[config.mk]
export PLATFORM = sky130hd
export DESIGN_NAME = instruction_word_decoder_flat
export DESIGN_NICKNAME = d
export VERILOG_FILES = /design/src/rtl/iwd_pkg.sv /design/src/rtl/iwd_if.sv /design/src/rtl/instruction_word_decoder.sv /design/src/rtl/iwd_decode.sv /design/src/flat_wrapper.sv
export SDC_FILE = /design/constraint.sdc
export NUM_CORES = 1
export LEC_CHECK = 0
export BUFFER_PORTS_ARGS = -buffer_cell sky130_fd_sc_hd__buf_2
export CORE_MARGIN = 2
export CORE_UTILIZATION = 48
export CTS_CLUSTER_DIAMETER = 80
export DETAILED_ROUTE_END_ITERATION = 12
export GPL_TIMING_DRIVEN = 0
export PLACE_DENSITY = 0.8
export SLEW_MARGIN = 10
export SYNTH_ARGS = -nofsm -noshare
export SYNTH_HDL_FRONTEND = slang
export SYNTH_SLANG_ARGS = --single-unit
export TNS_END_PERCENT = 1
[constraint.sdc]
create_clock -name clk_i -period 2.05 [get_ports clk_i]
set_clock_uncertainty 0.2 [all_clocks]
set_input_delay 0.3075 -clock clk_i [delete_from_list [all_inputs] [get_ports clk_i]]
set_output_delay 0.3075 -clock clk_i [all_outputs]
set_load 0.005 [all_outputs]
[src/rtl/iwd_pkg.sv]
// ----------------------------------------------------------------------------
// iwd_pkg: shared types and constants of the instruction word decoder
// Operation codes, field widths and program address constants.
// ----------------------------------------------------------------------------
`default_nettype none

package iwd_pkg;

  localparam int unsigned WordW = 16;
  localparam int unsigned AddrW = 12;
  localparam int unsigned RegW  = 4;
  localparam int unsigned ByteW = 8;
  localparam int unsigned OpW   = 6;

  // First word after reset sits at StartAddr; the counter holds the address
  // of the last word taken, so it starts one step below.
  localparam logic [AddrW-1:0] StartAddr = 12'h200;
  localparam logic [AddrW-1:0] AddrStep  = 12'h002;
  localparam logic [AddrW-1:0] AddrReset = StartAddr - AddrStep;

  typedef enum logic [OpW-1:0] {
    OP_NONE     = 6'd0,
    OP_JUMP     = 6'd1,
    OP_CALL     = 6'd2,
    OP_SET_IDX  = 6'd3,
    OP_JUMP_OFS = 6'd4,
    OP_CLS      = 6'd5,
    OP_RET      = 6'd6,
    OP_SKEQ_K   = 6'd7,
    OP_SKNE_K   = 6'd8,
    OP_SET_K    = 6'd9,
    OP_ADD_K    = 6'd10,
    OP_RAND     = 6'd11,
    OP_SKEQ_R   = 6'd12,
    OP_SKNE_R   = 6'd13,
    OP_MOV      = 6'd14,
    OP_OR       = 6'd15,
    OP_AND      = 6'd16,
    OP_XOR      = 6'd17,
    OP_ADD      = 6'd18,
    OP_SUB      = 6'd19,
    OP_SUBN     = 6'd20,
    OP_SHR      = 6'd21,
    OP_SHL      = 6'd22,
    OP_SKP_KEY  = 6'd23,
    OP_SKNP_KEY = 6'd24,
    OP_WAIT_KEY = 6'd25,
    OP_GET_DT   = 6'd26,
    OP_SET_DT   = 6'd27,
    OP_SET_ST   = 6'd28,
    OP_ADD_IDX  = 6'd29,
    OP_FONT     = 6'd30,
    OP_BCD      = 6'd31,
    OP_STORE    = 6'd32,
    OP_LOAD     = 6'd33,
    OP_DRAW     = 6'd34
  } op_kind_e;

  // Top nibble of the word
  localparam logic [3:0] TopSys    = 4'h0;
  localparam logic [3:0] TopJump   = 4'h1;
  localparam logic [3:0] TopCall   = 4'h2;
  localparam logic [3:0] TopSkEqK  = 4'h3;
  localparam logic [3:0] TopSkNeK  = 4'h4;
  localparam logic [3:0] TopSkEqR  = 4'h5;
  localparam logic [3:0] TopSetK   = 4'h6;
  localparam logic [3:0] TopAddK   = 4'h7;
  localparam logic [3:0] TopAlu    = 4'h8;
  localparam logic [3:0] TopSkNeR  = 4'h9;
  localparam logic [3:0] TopSetIdx = 4'hA;
  localparam logic [3:0] TopJmpOfs = 4'hB;
  localparam logic [3:0] TopRand   = 4'hC;
  localparam logic [3:0] TopDraw   = 4'hD;
  localparam logic [3:0] TopKey    = 4'hE;
  localparam logic [3:0] TopMisc   = 4'hF;

  // Full words of the 0NNN group
  localparam logic [WordW-1:0] WordCls = 16'h00E0;
  localparam logic [WordW-1:0] WordRet = 16'h00EE;

  // Low nibble of the 8XYn group
  localparam logic [3:0] AluMov  = 4'h0;
  localparam logic [3:0] AluOr   = 4'h1;
  localparam logic [3:0] AluAnd  = 4'h2;
  localparam logic [3:0] AluXor  = 4'h3;
  localparam logic [3:0] AluAdd  = 4'h4;
  localparam logic [3:0] AluSub  = 4'h5;
  localparam logic [3:0] AluShr  = 4'h6;
  localparam logic [3:0] AluSubn = 4'h7;
  localparam logic [3:0] AluShl  = 4'hE;

  // Low byte of the EX and FX groups
  localparam logic [ByteW-1:0] KeySkp   = 8'h9E;
  localparam logic [ByteW-1:0] KeySknp  = 8'hA1;
  localparam logic [ByteW-1:0] MiscGetDt = 8'h07;
  localparam logic [ByteW-1:0] MiscWaitK = 8'h0A;
  localparam logic [ByteW-1:0] MiscSetDt = 8'h15;
  localparam logic [ByteW-1:0] MiscSetSt = 8'h18;
  localparam logic [ByteW-1:0] MiscAddI  = 8'h1E;
  localparam logic [ByteW-1:0] MiscFont  = 8'h29;
  localparam logic [ByteW-1:0] MiscBcd   = 8'h33;
  localparam logic [ByteW-1:0] MiscStore = 8'h55;
  localparam logic [ByteW-1:0] MiscLoad  = 8'h65;

endpackage

`default_nettype wire

[src/rtl/iwd_if.sv]
// ----------------------------------------------------------------------------
// iwd_if: request and result channels of the instruction word decoder
// Valid/ready channels; a request or result moves when both are high.
// ----------------------------------------------------------------------------
`default_nettype none

interface iwd_req_if;
  import iwd_pkg::*;

  logic             valid;
  logic             ready;
  logic [WordW-1:0] instr_word;

  modport source (output valid, output instr_word, input ready);
  modport sink   (input valid, input instr_word, output ready);
endinterface

interface iwd_rsp_if;
  import iwd_pkg::*;

  logic             valid;
  logic             ready;
  logic [OpW-1:0]   op_kind;
  logic [RegW-1:0]  reg_x;
  logic [RegW-1:0]  reg_y;
  logic [ByteW-1:0] imm_byte;
  logic [AddrW-1:0] imm_addr;
  logic [RegW-1:0]  nibble;
  logic [AddrW-1:0] instr_addr;

  modport source (
    output valid, output op_kind, output reg_x, output reg_y, output imm_byte,
    output imm_addr, output nibble, output instr_addr, input ready
  );
  modport sink (
    input valid, input op_kind, input reg_x, input reg_y, input imm_byte,
    input imm_addr, input nibble, input instr_addr, output ready
  );
endinterface

`default_nettype wire

[src/rtl/instruction_word_decoder.sv]
// ----------------------------------------------------------------------------
// instruction_word_decoder: CHIP-8 instruction word decoder
// Tags each word with its program address and decodes its operation.
// ----------------------------------------------------------------------------
// Usage:
//   req_i carries one 16-bit instruction word per request, in program order.
//   rsp_o carries one result per request: the dense operation code (0 for an
//   unrecognized word), the raw operand slices X, Y, NN, NNN, N and the
//   program address of the word.
//   A request passes through the input register, the classifier, then the
//   result register. Throughput is one word per cycle while rsp_o.ready is high;
//   the two register stages each take a new entry whenever they are empty or
//   are being emptied in the same cycle, so a stalled result does not stop
//   a request from entering while the input stage is free.
//   The address counter advances by 2 on every accepted request and wraps at
//   4096. Reset empties both stages and sets the counter so that the first
//   word after reset is tagged 0x200.
//   When the receiver holds ready low, the result register holds its item,
//   the input stage fills and then holds, and req_i.ready drops; nothing is
//   lost or repeated.
// ----------------------------------------------------------------------------
`default_nettype none

module instruction_word_decoder (
  input  logic      clk_i,
  input  logic      rst_ni,
  iwd_req_if.sink   req_i,
  iwd_rsp_if.source rsp_o
);
  import iwd_pkg::*;

  // Address of the last accepted word
  logic [AddrW-1:0] pc_q, pc_d;

  // Input stage
  logic             s1_valid_q;
  logic [WordW-1:0] s1_word_q;
  logic [AddrW-1:0] s1_addr_q;
  logic             s1_ready;
  logic             req_fire;

  // Result stage
  logic             s2_valid_q;
  logic             s2_ready;
  logic             s1_fire;
  op_kind_e         s1_kind;
  op_kind_e         s2_kind_q;
  logic [WordW-1:0] s2_word_q;
  logic [AddrW-1:0] s2_addr_q;

  // Advance a stage when it is empty or its item leaves this cycle
  assign s2_ready    = !s2_valid_q || rsp_o.ready;
  assign s1_ready    = !s1_valid_q || s2_ready;
  assign req_i.ready = s1_ready;
  assign req_fire    = req_i.valid && s1_ready;
  assign s1_fire     = s1_valid_q && s2_ready;

  assign pc_d = req_fire ? pc_q + AddrStep : pc_q;

  always_ff @(posedge clk_i or negedge rst_ni) begin
    if (!rst_ni) begin
      pc_q       <= AddrReset;
      s1_valid_q <= 1'b0;
      s2_valid_q <= 1'b0;
    end else begin
      pc_q <= pc_d;
      if (s1_ready) s1_valid_q <= req_i.valid;
      if (s2_ready) s2_valid_q <= s1_valid_q;
    end
  end

  // Capture the word together with its program address
  always_ff @(posedge clk_i) begin
    if (req_fire) begin
      s1_word_q <= req_i.instr_word;
      s1_addr_q <= pc_d;
    end
  end

  iwd_decode u_decode (
    .word_i    (s1_word_q),
    .op_kind_o (s1_kind)
  );

  // Register the decoded result; hold it while the receiver stalls
  always_ff @(posedge clk_i) begin
    if (s1_fire) begin
      s2_kind_q <= s1_kind;
      s2_word_q <= s1_word_q;
      s2_addr_q <= s1_addr_q;
    end
  end

  assign rsp_o.valid      = s2_valid_q;
  assign rsp_o.op_kind    = s2_kind_q;
  assign rsp_o.reg_x      = s2_word_q[11:8];
  assign rsp_o.reg_y      = s2_word_q[7:4];
  assign rsp_o.imm_byte   = s2_word_q[7:0];
  assign rsp_o.imm_addr   = s2_word_q[11:0];
  assign rsp_o.nibble     = s2_word_q[3:0];
  assign rsp_o.instr_addr = s2_addr_q;

  // The counter moves exactly by one step per accepted request
  a_pc_step: assert property (@(posedge clk_i) disable iff (!rst_ni)
    req_fire |=> (pc_q == $past(pc_q) + AddrStep) && (s1_addr_q == pc_q))
    else $error("address counter did not step with the accepted request");

  a_pc_hold: assert property (@(posedge clk_i) disable iff (!rst_ni)
    !req_fire |=> $stable(pc_q))
    else $error("address counter moved without a request");

  // A blocked input stage keeps its word and address
  a_s1_hold: assert property (@(posedge clk_i) disable iff (!rst_ni)
    (s1_valid_q && !s2_ready) |=> s1_valid_q && $stable(s1_word_q)
      && $stable(s1_addr_q))
    else $error("input stage lost its item while blocked");

  // Operand slices overlap in the word and must agree
  a_slices: assert property (@(posedge clk_i) disable iff (!rst_ni)
    rsp_o.valid |-> (rsp_o.imm_addr[7:0] == rsp_o.imm_byte)
      && (rsp_o.imm_addr[11:8] == rsp_o.reg_x)
      && (rsp_o.imm_byte[3:0] == rsp_o.nibble)
      && (rsp_o.imm_byte[7:4] == rsp_o.reg_y))
    else $error("operand fields disagree");

endmodule

`default_nettype wire

[src/rtl/iwd_decode.sv]
// ----------------------------------------------------------------------------
// iwd_decode: opcode classifier
// Maps one 16-bit word to its dense operation code, 0 when not recognized.
// ----------------------------------------------------------------------------
`default_nettype none

module iwd_decode (
  input  logic [iwd_pkg::WordW-1:0] word_i,
  output iwd_pkg::op_kind_e         op_kind_o
);
  import iwd_pkg::*;

  logic [3:0]       top;
  logic [3:0]       lo4;
  logic [ByteW-1:0] lo8;

  assign top = word_i[15:12];
  assign lo4 = word_i[3:0];
  assign lo8 = word_i[7:0];

  always_comb begin
    op_kind_o = OP_NONE;
    case (top)
      TopJump:   op_kind_o = OP_JUMP;
      TopCall:   op_kind_o = OP_CALL;
      TopSetIdx: op_kind_o = OP_SET_IDX;
      TopJmpOfs: op_kind_o = OP_JUMP_OFS;
      TopSys: begin
        if (word_i == WordCls) op_kind_o = OP_CLS;
        else if (word_i == WordRet) op_kind_o = OP_RET;
      end
      TopSkEqK:  op_kind_o = OP_SKEQ_K;
      TopSkNeK:  op_kind_o = OP_SKNE_K;
      TopSetK:   op_kind_o = OP_SET_K;
      TopAddK:   op_kind_o = OP_ADD_K;
      TopRand:   op_kind_o = OP_RAND;
      TopSkEqR:  if (lo4 == 4'h0) op_kind_o = OP_SKEQ_R;
      TopSkNeR:  if (lo4 == 4'h0) op_kind_o = OP_SKNE_R;
      TopAlu: begin
        case (lo4)
          AluMov:  op_kind_o = OP_MOV;
          AluOr:   op_kind_o = OP_OR;
          AluAnd:  op_kind_o = OP_AND;
          AluXor:  op_kind_o = OP_XOR;
          AluAdd:  op_kind_o = OP_ADD;
          AluSub:  op_kind_o = OP_SUB;
          AluSubn: op_kind_o = OP_SUBN;
          AluShr:  op_kind_o = OP_SHR;
          AluShl:  op_kind_o = OP_SHL;
          default: op_kind_o = OP_NONE;
        endcase
      end
      TopKey: begin
        if (lo8 == KeySkp) op_kind_o = OP_SKP_KEY;
        else if (lo8 == KeySknp) op_kind_o = OP_SKNP_KEY;
      end
      TopMisc: begin
        case (lo8)
          MiscWaitK: op_kind_o = OP_WAIT_KEY;
          MiscGetDt: op_kind_o = OP_GET_DT;
          MiscSetDt: op_kind_o = OP_SET_DT;
          MiscSetSt: op_kind_o = OP_SET_ST;
          MiscAddI:  op_kind_o = OP_ADD_IDX;
          MiscFont:  op_kind_o = OP_FONT;
          MiscBcd:   op_kind_o = OP_BCD;
          MiscStore: op_kind_o = OP_STORE;
          MiscLoad:  op_kind_o = OP_LOAD;
          default:   op_kind_o = OP_NONE;
        endcase
      end
      TopDraw:   op_kind_o = OP_DRAW;
      default:   op_kind_o = OP_NONE;
    endcase
  end

endmodule

`default_nettype wire

[src/flat_wrapper.sv]
// flat-port wrapper written by rule: the top's interface ports become plain ports
module instruction_word_decoder_flat import iwd_pkg::*;
  (clk_i, rst_ni, req_i_valid, req_i_instr_word, req_i_ready, rsp_o_valid, rsp_o_op_kind, rsp_o_reg_x, rsp_o_reg_y, rsp_o_imm_byte, rsp_o_imm_addr, rsp_o_nibble, rsp_o_instr_addr, rsp_o_ready);
  iwd_req_if req_i_i ();
  iwd_rsp_if rsp_o_i ();
  input  logic clk_i;
  input  logic rst_ni;
  input wire logic [$bits(req_i_i.valid)-1:0] req_i_valid;
  input wire logic [$bits(req_i_i.instr_word)-1:0] req_i_instr_word;
  output wire logic [$bits(req_i_i.ready)-1:0] req_i_ready;
  output wire logic [$bits(rsp_o_i.valid)-1:0] rsp_o_valid;
  output wire logic [$bits(rsp_o_i.op_kind)-1:0] rsp_o_op_kind;
  output wire logic [$bits(rsp_o_i.reg_x)-1:0] rsp_o_reg_x;
  output wire logic [$bits(rsp_o_i.reg_y)-1:0] rsp_o_reg_y;
  output wire logic [$bits(rsp_o_i.imm_byte)-1:0] rsp_o_imm_byte;
  output wire logic [$bits(rsp_o_i.imm_addr)-1:0] rsp_o_imm_addr;
  output wire logic [$bits(rsp_o_i.nibble)-1:0] rsp_o_nibble;
  output wire logic [$bits(rsp_o_i.instr_addr)-1:0] rsp_o_instr_addr;
  input wire logic [$bits(rsp_o_i.ready)-1:0] rsp_o_ready;
  assign req_i_i.valid = req_i_valid;
  assign req_i_i.instr_word = req_i_instr_word;
  assign req_i_ready = req_i_i.ready;
  assign rsp_o_valid = rsp_o_i.valid;
  assign rsp_o_op_kind = rsp_o_i.op_kind;
  assign rsp_o_reg_x = rsp_o_i.reg_x;
  assign rsp_o_reg_y = rsp_o_i.reg_y;
  assign rsp_o_imm_byte = rsp_o_i.imm_byte;
  assign rsp_o_imm_addr = rsp_o_i.imm_addr;
  assign rsp_o_nibble = rsp_o_i.nibble;
  assign rsp_o_instr_addr = rsp_o_i.instr_addr;
  assign rsp_o_i.ready = rsp_o_ready;
  instruction_word_decoder u_core (.clk_i(clk_i), .rst_ni(rst_ni), .req_i(req_i_i), .rsp_o(rsp_o_i));
endmodule
== After elaboration in Yosys (flattened, before gate mapping) ==
Memory sizes are Yosys's and may differ from the RTL's. A register that Yosys moved wholly into a read port is not among the register bits.
Cells that the tools add are included.

* Reductions and logical operators: 8
* Equal/unequal tests: 28
* Muxes and demuxes: 10
* Add/sub/neg operators: 1

{| class="wikitable"
|+ Operators with widths
! kind !! count
|-
| 6-bit case mux with 16 select lines || 1
|-
| 6-bit case mux with 9 select lines || 1
|-
| 16-bit by 8-bit == test with 1-bit output (second input constant) || 2
|-
| 4-bit == test (second input constant) || 8
|-
| 8-bit by 5-bit == test with 1-bit output (second input constant) || 3
|-
| 4-bit by 3-bit == test with 1-bit output (second input constant) || 4
|-
| 8-bit by 6-bit == test with 1-bit output (second input constant) || 2
|-
| 8-bit by 7-bit == test with 1-bit output (second input constant) || 2
|-
| 8-bit == test (second input constant) || 2
|-
| 12-bit by 2-bit adder with 12-bit output (second input constant) || 1
|-
| 12-bit two-way mux || 1
|-
| 4-bit two-way mux || 3
|-
| 5-bit two-way mux || 2
|-
| 4-bit by 2-bit == test with 1-bit output (second input constant) || 2
|-
| 8-bit by 3-bit == test with 1-bit output (second input constant) || 1
|-
| 8-bit by 4-bit == test with 1-bit output (second input constant) || 1
|-
| 4-bit logical NOT || 2
|-
| 3-bit two-way mux || 2
|-
| 4-bit by 1-bit == test with 1-bit output (second input constant) || 1
|-
| 1-bit logical AND || 2
|-
| 1-bit logical NOT || 2
|-
| 1-bit logical OR || 2
|}

* Register bits after elaboration: 72
* Memory bits (read-only): 80
* Memories: 1

{| class="wikitable"
|+ Memory list
! memory !! words !! width !! read ports !! clocked after memory_dff !! write ports !! RTL line !! RTL
|-
| (no name shown) || 16 || 5 || 1 || 1 || 0 || iwd_decode.sv:40 || <nowiki>case (lo4)</nowiki>
|}

== Logic depth before layout (Yosys ltp) ==
Gate-level depths: netlist (run 1).

* Depth in word-level cells: 5
* Depth in mapped cells: 8
* Depth with buffers taken out: 7

== By module ==
From an unflattened synthesis (run 1), not the netlist that was laid out.

* Cell total of the unflattened synthesis: 235
* Area, all modules: 3,258.1 µm²

{| class="wikitable"
|+ By module, submodules not included
! module !! instances !! seq. area each (µm²) !! cells an instance !! area an instance (µm²)
|-
| instruction_word_decoder || 1 || 2,016.9 || 130 || 2,491.1
|-
| iwd_decode || 1 || 0.0 || 105 || 767.0
|}

== Least setup slack after synthesis (run 1) ==
No wires, ideal clock.

* Path kind: register to register
* Start point: reg u_core.s2_valid_q (netlist: u_core.rsp_o.valid)
* End point: reg with a tool-made name
* Slack: -110 ps
* Data arrival time: 1,844 ps
* Clock period less this slack: 2,160 ps
* Data required time: 1,734 ps
* Setup time: 116 ps
* Buffers on the path: 1
* Cell stages (with the launch flop): 9
* Path through: dfrtp_1 nand3b_1 and2_1 buf_4 mux2i_1 inv_1 ha_1 nand2_1 and3_1

{| class="wikitable"
|+ RTL lines
! what !! RTL line !! RTL
|-
| from (decl) || instruction_word_decoder.sv:43 || <nowiki>logic s2_valid_q;</nowiki>
|-
| from (signal assigned) || instruction_word_decoder.sv:68 || <nowiki>if (s2_ready) s2_valid_q <= s1_valid_q;</nowiki>
|}

== Final worst setup path (run 1) ==
* Start point: reg u_core.s1_word_q[4]
* End point: reg u_core.s2_kind_q[2] (netlist: u_core.rsp_o.op_kind[2]) (data pin)

* Word-level cells in the longest chain between the ends: 4

{| class="wikitable"
|+ Ends and longest elaborated chain
! what !! RTL line !! RTL
|-
| from (decl) || instruction_word_decoder.sv:37 || <nowiki>logic [WordW-1:0] s1_word_q;</nowiki>
|-
| from (signal assigned) || instruction_word_decoder.sv:75 || <nowiki>s1_word_q <= req_i.instr_word;</nowiki>
|-
| 16-bit by 8-bit == test with 1-bit output || iwd_decode.sv:30 || <nowiki>else if (word_i == WordRet) op_kind_o = OP_RET;</nowiki>
|-
| 3-bit two-way mux || iwd_decode.sv:30 ||
|-
| 3-bit two-way mux || iwd_decode.sv:29 || <nowiki>if (word_i == WordCls) op_kind_o = OP_CLS;</nowiki>
|-
| 6-bit case mux with 16 select lines * || iwd_decode.sv:23 || <nowiki>case (top)</nowiki>
|-
| net u_core.s1_kind[2] || instruction_word_decoder.sv:46 || <nowiki>op_kind_e s1_kind;</nowiki>
|-
| to (signal assigned) || instruction_word_decoder.sv:88 || <nowiki>s2_kind_q <= s1_kind;</nowiki>
|-
| to (decl) || instruction_word_decoder.sv:47 || <nowiki>op_kind_e s2_kind_q;</nowiki>
|}

Mark *: on every way through the listed nets, which the timed path passes. The rest lies on a longest branch.
A chain may end at the register's enable or synchronous reset.

==> impl_metrics.yaml, run 1 <==
outcome:
  outcome: "complete, but fails checks"
  violations: "negative setup slack"
logic_synthesis:
  synth_area_per_cell_um2: 13.6
  async_flop_share_pct: 17.6
  synth_area_um2: 3190
  seq_area_frac_synth_pct: 66.4
  yosysUniqueCellTypes: 49
  synth_seq_cells: 74
  netlist_instances: 234
  yosys_warnings: 0
  synth-edff-count: 56
  syn_nets: 257
  ys.flop_type: "edfxtp_1"
floorplanning:
  dieArea_um2: 7310
  die_h_um: 85.5
  core_um2: 6390
  die_w_um: 85.5
  start_util_pct: 49.9
  rows: 29
  ioPinCount: 72
sta:
  fmax_mhz: 474
  worst_slew_pin_slew_ns: 0.699
  fin_hold_ws_ns: 0.0406
  relSlewSlack_pct: 53.4
  hold_viol: 0
  finalCritPeriodShare_pct: 103
  period_needed_ns: 2.11
  setup_ws_ns: -0.0583
  drv_slew: 0
  setup_viol: 2
  rsz0062_at_grt: "true"
final_layout:
  antennaDiodeCount: 0
  drive_gt1_share_pct: 47.1
  area_growth_pct: 35.1
  final_cell_mix: "buf_2, edfxtp_1, buf_4"
  layout.cells.most_common: "buf_2"
  finalNetCount: 375
  multi_input_area_um2: 908
  fill_cells: 446
  ff_latch_area_um2: 2120
setup_path:
  slowest_stage: "or4_1"
  crit_fanout: 6
  path_buf_inv: 2
  crit_chain: "buf_6 -> buf_4 -> and4bb_4 -> nand2_1 -> a31oi_1 -> or4_1"
  worstSetupStartpointType: "register"
  reg2reg_from: "u_core.s1_word_q[4]$_DFFE_PP_"
  endpoint_kind: "register"
  slowest_delay_ns: 0.55
  cp_data_required_time_ns: 1.94
  cp_top_family: "simple AND/OR/NAND/NOR gates"
  cp.arrival_ns: 2.00
  crit_start: "u_core.s1_word_q[4]$_DFFE_PP_"
  critical_path_class: "register to register"
detailed_routing:
  drc: 0
  vias_per_cell: 5.19
  drt_iter0_drc: 173
  dr.pass1.iters: 4
  wirelength_um: 6920
  routedWlPerCell_um: 16.0
  ant_nets: 0
  vias: 2251
place:
  dpl_worst_slack_ns: -0.224
  gp_congestion: 0.887
  place_hpwl_um: 4210
  numPortBuffers: 70
clocking:
  cts.path.max_buffers: 2
  insertion_delay_ns: 0.36
  cts_sinks: 74
  clk_pin_slew_ns: 0.08
  cts_made_buffers: 9
  ctsHtreeMaxLevel: 3
  cts_tree: "built"
  ctsRootBufferMaster: "clkbuf_8"
worst_hold_path:
  hold_path.class: "input pin to register"
  holdCritStartpoint: "rsp_o_ready"
global_routing:
  grt_pass1_vias: 2136
  track_usage_pct: 18.8
  grt-ovfl-total: 0
  grt_pass1_wl_um: 10400
  antenna_found_initial: 0
  grt_max_degree: 30
pwr:
  p_int_mw: 2.78
  power.leakage_nw: 1.73
  switchingPower_uw: 969
  powerDensity_nw_per_um2: 872
  peakVddDrop_mv: 0.636
  clockPowerShare_pct: 30.0
  p_seq_share_pct: 54.0
  p_comb_share_pct: 16.0
  switching_share_pct: 25.8
  total_power_mw: 3.75
run:
  maxCapViolCount: 0
[tightest hold or removal path, delay by kind of cell]
family | cells | cell delay (ns)
AND/OR/NAND/NOR | 2 | 0.16
buffers and inverters | 1 | 0.08
[state kept, by name (all words and copies together) (netlist names), named ones only]
signal and count:
u_core.rsp_o.valid 1, u_core.s2_word_q 12, u_core.s1_valid_q 1, u_core.pc_q 11, u_core.s1_word_q 16, u_core.rsp_o.instr_addr 11
u_core.rsp_o.op_kind 6, u_core.s1_addr_q 11
[synth_stat cells (6+ instances only)]
library cell / instances / area, um2
xor2_1: 6 / 52.6
nor2_1: 10 / 37.5
nand3_1: 6 / 30.0
xnor2_1: 7 / 61.3
edfxtp_1: 56 / 1680
nand2_1: 18 / 67.6
dfstp_2: 8 / 210
buf_4: 22 / 165
buf_2: 8 / 40.0
[per-stage QoR]
| stage | util, % | instance area (um2) | cells | TNS, ns |
|---|---|---|---|---|
| 6_report | 67.4 | 4300 | 434 | -0.104 |
| 5_1_grt | 67.4 | 4300 | 434 | -0.225 |
| 4_1_cts | 63.9 | 4080 | 416 | -0.237 |
| 3_5_place_dp | 57.1 | 3650 | 381 | -6.17 |
| 3_3_place_gp | 57.1 | 3650 | 381 | -2.81 |
| 2_1_floorplan | - | 3200 | 234 | 0 |
[final timing paths]
kind / endpoint / slack (ns) / depth (start not counted)
worst max-delay path: u_core.rsp_o.op_kind[2]$_DFFE_PP_ / -0.06 / 6
worst min-delay path: u_core.rsp_o.valid$_DFFE_PN0P_ / 0.04 / 3
worst max register to register: u_core.rsp_o.op_kind[2]$_DFFE_PP_ / -0.06 / 6
worst min register to register: u_core.rsp_o.instr_addr[9]$_DFFE_PP_ / 0.22 / 0
max in group asynchronous: u_core.pc_q[5]$_DFF_PN1_ / 1.19 / 2
min in group asynchronous: u_core.pc_q[9]$_DFF_PN0_ / 0.16 / 2
[power groups by stage]
stage / Sequential [mW] / Combinational [mW] / Clock [mW]
floorplan: 2.03 / 0.309 / 0
global placement: 2.04 / 0.470 / 0
detailed placement: 2.05 / 0.491 / 0
CTS: 2.02 / 0.545 / 1.15
global route: 2.06 / 0.656 / 1.21
finish: 2.03 / 0.601 / 1.12
[layout make-up]
type | count | share of cell area (%)
buffer | 32 | 6.22
sequential | 74 | 49.2
clock buffer | 10 | 2.97
clock inverter | 6 | 1.54
multi-input combinational | 122 | 21.1
inverter | 6 | 0.523
tap | 77 | 2.24
timing repair buffer | 107 | 16.2
[routing by layer]
metal | wire length (um) | global-route usage [%]
met3 | 462 | 4.18
met1 | 2670 | 21.8
met5 | 0 | 0
met4 | 252 | 11.3
met2 | 3530 | 31.9
[kinds of logic after synthesis]
logic type	count (synthesis)	synth area share [%]
simple gates	75	14.1
flops	74	66.4
buf+inv	38	7.62
compound gates	23	4.63
xor+xnor	13	3.57
mux	7	2.36
fa+ha+maj	3	1.18
other cells	1	0.118
[timing repair]
action                                  CTS  global route
hold endpoints to repair                 30             0
endpoints found under the setup margin   41            14
hold buffers                             18             0
gates resized for setup                   8            30
gates cloned                              1             0
setup buffers                             0            18
pin swaps                                 0            12
No activity file was read; power rests on OpenSTA's default activity.
==> run 2, diff against run 1 <==
Settings changed: ABC_AREA set to 1, CORE_UTILIZATION 48 to 49, PLACE_DENSITY 0.8 to 0.81.
==> run 2 against run 1 <==
Net effect: the run now ends clean; final cell count rose by 19%; register-to-register slack improved by 0.23 ns; non-clock buffer count fell by 29; utilization fell by 4.8 points; critical endpoint is now u_core.s1_addr_q[7]$_DFFE_PP_.
==> impl_metrics.yaml, run 2 <==
setup_path:
  cp.arrival_ns: 1.78
  slowest_stage: "dfstp_2"
  slowest_delay_ns: 0.56
  cp_data_required_time_ns: 1.96
  r2r_end: "u_core.s1_addr_q[7]$_DFFE_PP_"
  reg2reg_from: "u_core.pc_q[1]$_DFF_PN1_"
  rr_worst_depth: 6
  r2r_slack_ns: 0.17
  crit_fanout: 3
  crit_chain: "ha_1 -> inv_1 -> nor2_1 -> nand3_1 -> o21ai_0 -> nand2_1"
  worstSetupStartpointType: "register"
  endpoint_kind: "register"
  critical_path_class: "register to register"
  crit_start: "u_core.pc_q[1]$_DFF_PN1_"
logic_synthesis:
  yosys_warnings: 0
  synth-edff-count: 56
  seq_area_frac_synth_pct: 63.0
  netlist_instances: 334
  ys_top_cells_by_area: "edfxtp_1, nand2_1, dfstp_2"
  synth_area_per_cell_um2: 10.1
  synth_top_family_by_area: "simple AND/OR/NAND/NOR gates"
  yosys.area.top_type: "edfxtp_1"
  async_flop_share_pct: 17.6
  synth_compound_area_share_pct: 2.38
  synthMuxAreaShare_pct: 0
  synth_adder_area_share_pct: 1.12
  yosysUniqueCellTypes: 30
  synth-xor-area-share_pct: 1.82
  yosysMostFrequentCell: "nand2_1"
  yosys.area_share.simple_pct: 22.3
  synth.top_cells.by_count: "nand2_1, edfxtp_1, nor2_1"
  syn_nets: 357
  synth_seq_cells: 74
  synth_top_area_share_pct: 50.0
  synth_area_um2: 3360
  ys.flop_type: "edfxtp_1"
floorplanning:
  dieArea_um2: 7540
  rows: 30
  core_um2: 6720
  die_w_um: 86.8
  start_util_pct: 50.0
  ioPinCount: 72
  die_h_um: 86.8
final_layout:
  drive_gt1_share_pct: 28.5
  max_flop_register: "u_core.s1_word_q"
  fin_area_um2: 4210
  final_cell_mix: "nand2_1, buf_2, edfxtp_1"
  finalNetCount: 456
  layout.cells.most_common: "nand2_1"
  reg_top3: "u_core.s1_word_q x16, u_core.s2_word_q x12"
  largest_reg_flops: 16
  antennaDiodeCount: 0
  area_growth_pct: 25.2
sta:
  finalCritPeriodShare_pct: 91.5
  hold_viol: 0
  period_needed_ns: 1.88
  setup_ws_ns: 0.174
  drv_slew: 0
  rsz0062_at_grt: "false"
  setup_viol: 0
  fmax_mhz: 533
pwr:
  powerDensity_nw_per_um2: 918
  power.leakage_nw: 1.92
  peakVddDrop_mv: 0.725
place:
  gp_congestion: 1.04
  numPortBuffers: 70
  place_hpwl_um: 4610
  placed_cell_area_um2: 3840
  dpl_worst_slack_ns: 0.0589
clocking:
  ctsRootBufferMaster: "clkbuf_8"
  cts_made_buffers: 9
  cts_tree: "built"
  clk_pin_slew_ns: 0.08
  cts.path.max_buffers: 2
  ctsHtreeMaxLevel: 3
  cts_sinks: 74
  insertion_delay_ns: 0.36
global_routing:
  antenna_found_initial: 0
  grt-ovfl-total: 0
  grt_pass1_vias: 2410
  grt_max_degree: 33
  track_usage_pct: 18.9
  grt_pass1_wl_um: 10800
worst_hold_path:
  hold_path.class: "input pin to register"
  hold_end: "u_core.rsp_o.valid$_DFFE_PN0P_"
  holdCritStartpoint: "rsp_o_ready"
  min_delay_path_depth: 4
run:
  maxCapViolCount: 0
detailed_routing:
  drt_iter0_drc: 142
  vias_per_cell: 4.83
  ant_nets: 0
  routedWlPerCell_um: 12.5
  vias: 2504
  wirelength_um: 6460
  dr.pass1.iters: 4
  drc: 0
outcome:
  outcome: "finished, final reports clean"
==> run 2: cell count changes after synthesis, moves of 7 or more <==
cell     before  now
buf_2         8    0
inv_1         3   35
nand2_1      18   89
nand3_1       6   14
nor2_1       10   55
o21ai_0       2    9
==> run 2: logic make-up (layout without fill, tap and decap cells) <==
group / Yosys count / count (layout)
AOI/OAI and AO/OA: 14 / 14
xor gates and xnor gates: 7 / 7
adders and majority gates: 3 / 3
buffers and inverters: 58 / 162
DFF: 74 / 74
other: 1 / 1
and+or+nand+nor: 177 / 177
==> run 2: stage by stage <==
stage	hold slack (ns)	TNS [ns]	instances	util, %	total power, mW
after detailed placement	0.0115	0	485	57.2	2.77
after floorplan	-0.188	0	334	-	2.51
final	0.0557	0	518	62.6	3.87
after CTS	0.0509	0	518	62.6	3.89
after global routing	0.102	0	518	62.6	4.07
after global placement	0.00593	-6.23	484	56.8	2.72
==> run 2: layout make-up <==
cell class                 instances  area, um2
buffer                            22        178
clock buffer                       9        124
clock inverter                     7       68.8
fill                             547       2510
inverter                          36        138
multi-input combinational        202        943
sequential                        74       2120
tap                               80        100
timing repair buffer              88        541
==> run 2: worst max-delay path: cells and delay by family, from the launching register on <==
family | cells | cell delay [ns]
flops | 1 | 0.56
simple gates | 3 | 0.41
fa+ha+maj | 1 | 0.20
compound gates | 1 | 0.19
buf+inv | 1 | 0.06
==> run 2: timing repair <==
action / in CTS / in global routing
gates resized for setup: 0 / 2
endpoints found under the setup margin: 0 / 5
buffers inserted: 0 / 0
endpoints found under the hold margin: 29 / 0
hold buffers: 17 / 0
==> run 2: routing by layer <==
metal	track usage (%)	vias up	share of wire, %
met5	0	-	0
met4	9.52	0	2.0
met3	5.14	18	5.8
met2	31.1	86	50
met1	22.9	1134	42
li1	-	1266	-
==> run 2: worst max path at each step <==
| stage | depth (start not counted) | endpoint | slack, ns |
|---|---|---|---|
| 2_1_floorplan | 1 | u_core.rsp_o.instr_addr[10]$_DFFE_PP_ | 0.17 |
| 3_3_place_gp | 3 | u_core.rsp_o.op_kind[1]$_DFFE_PP_ | -0.22 |
| 3_5_place_dp | 10 | register | 0.06 |
| 4_1_cts | 8 | register | 0.06 |
| 5_1_grt | 6 | u_core.s1_addr_q[7]$_DFFE_PP_ | 0.02 |
| 6_report | 6 | u_core.s1_addr_q[7]$_DFFE_PP_ | 0.17 |
==> run 2: power breakdown <==
group | internal [mW] | total (mW) | switching (mW)
clock | 0.559 | 1.10 | 0.539
combinational | 0.286 | 0.640 | 0.355
sequential | 1.97 | 2.13 | 0.155
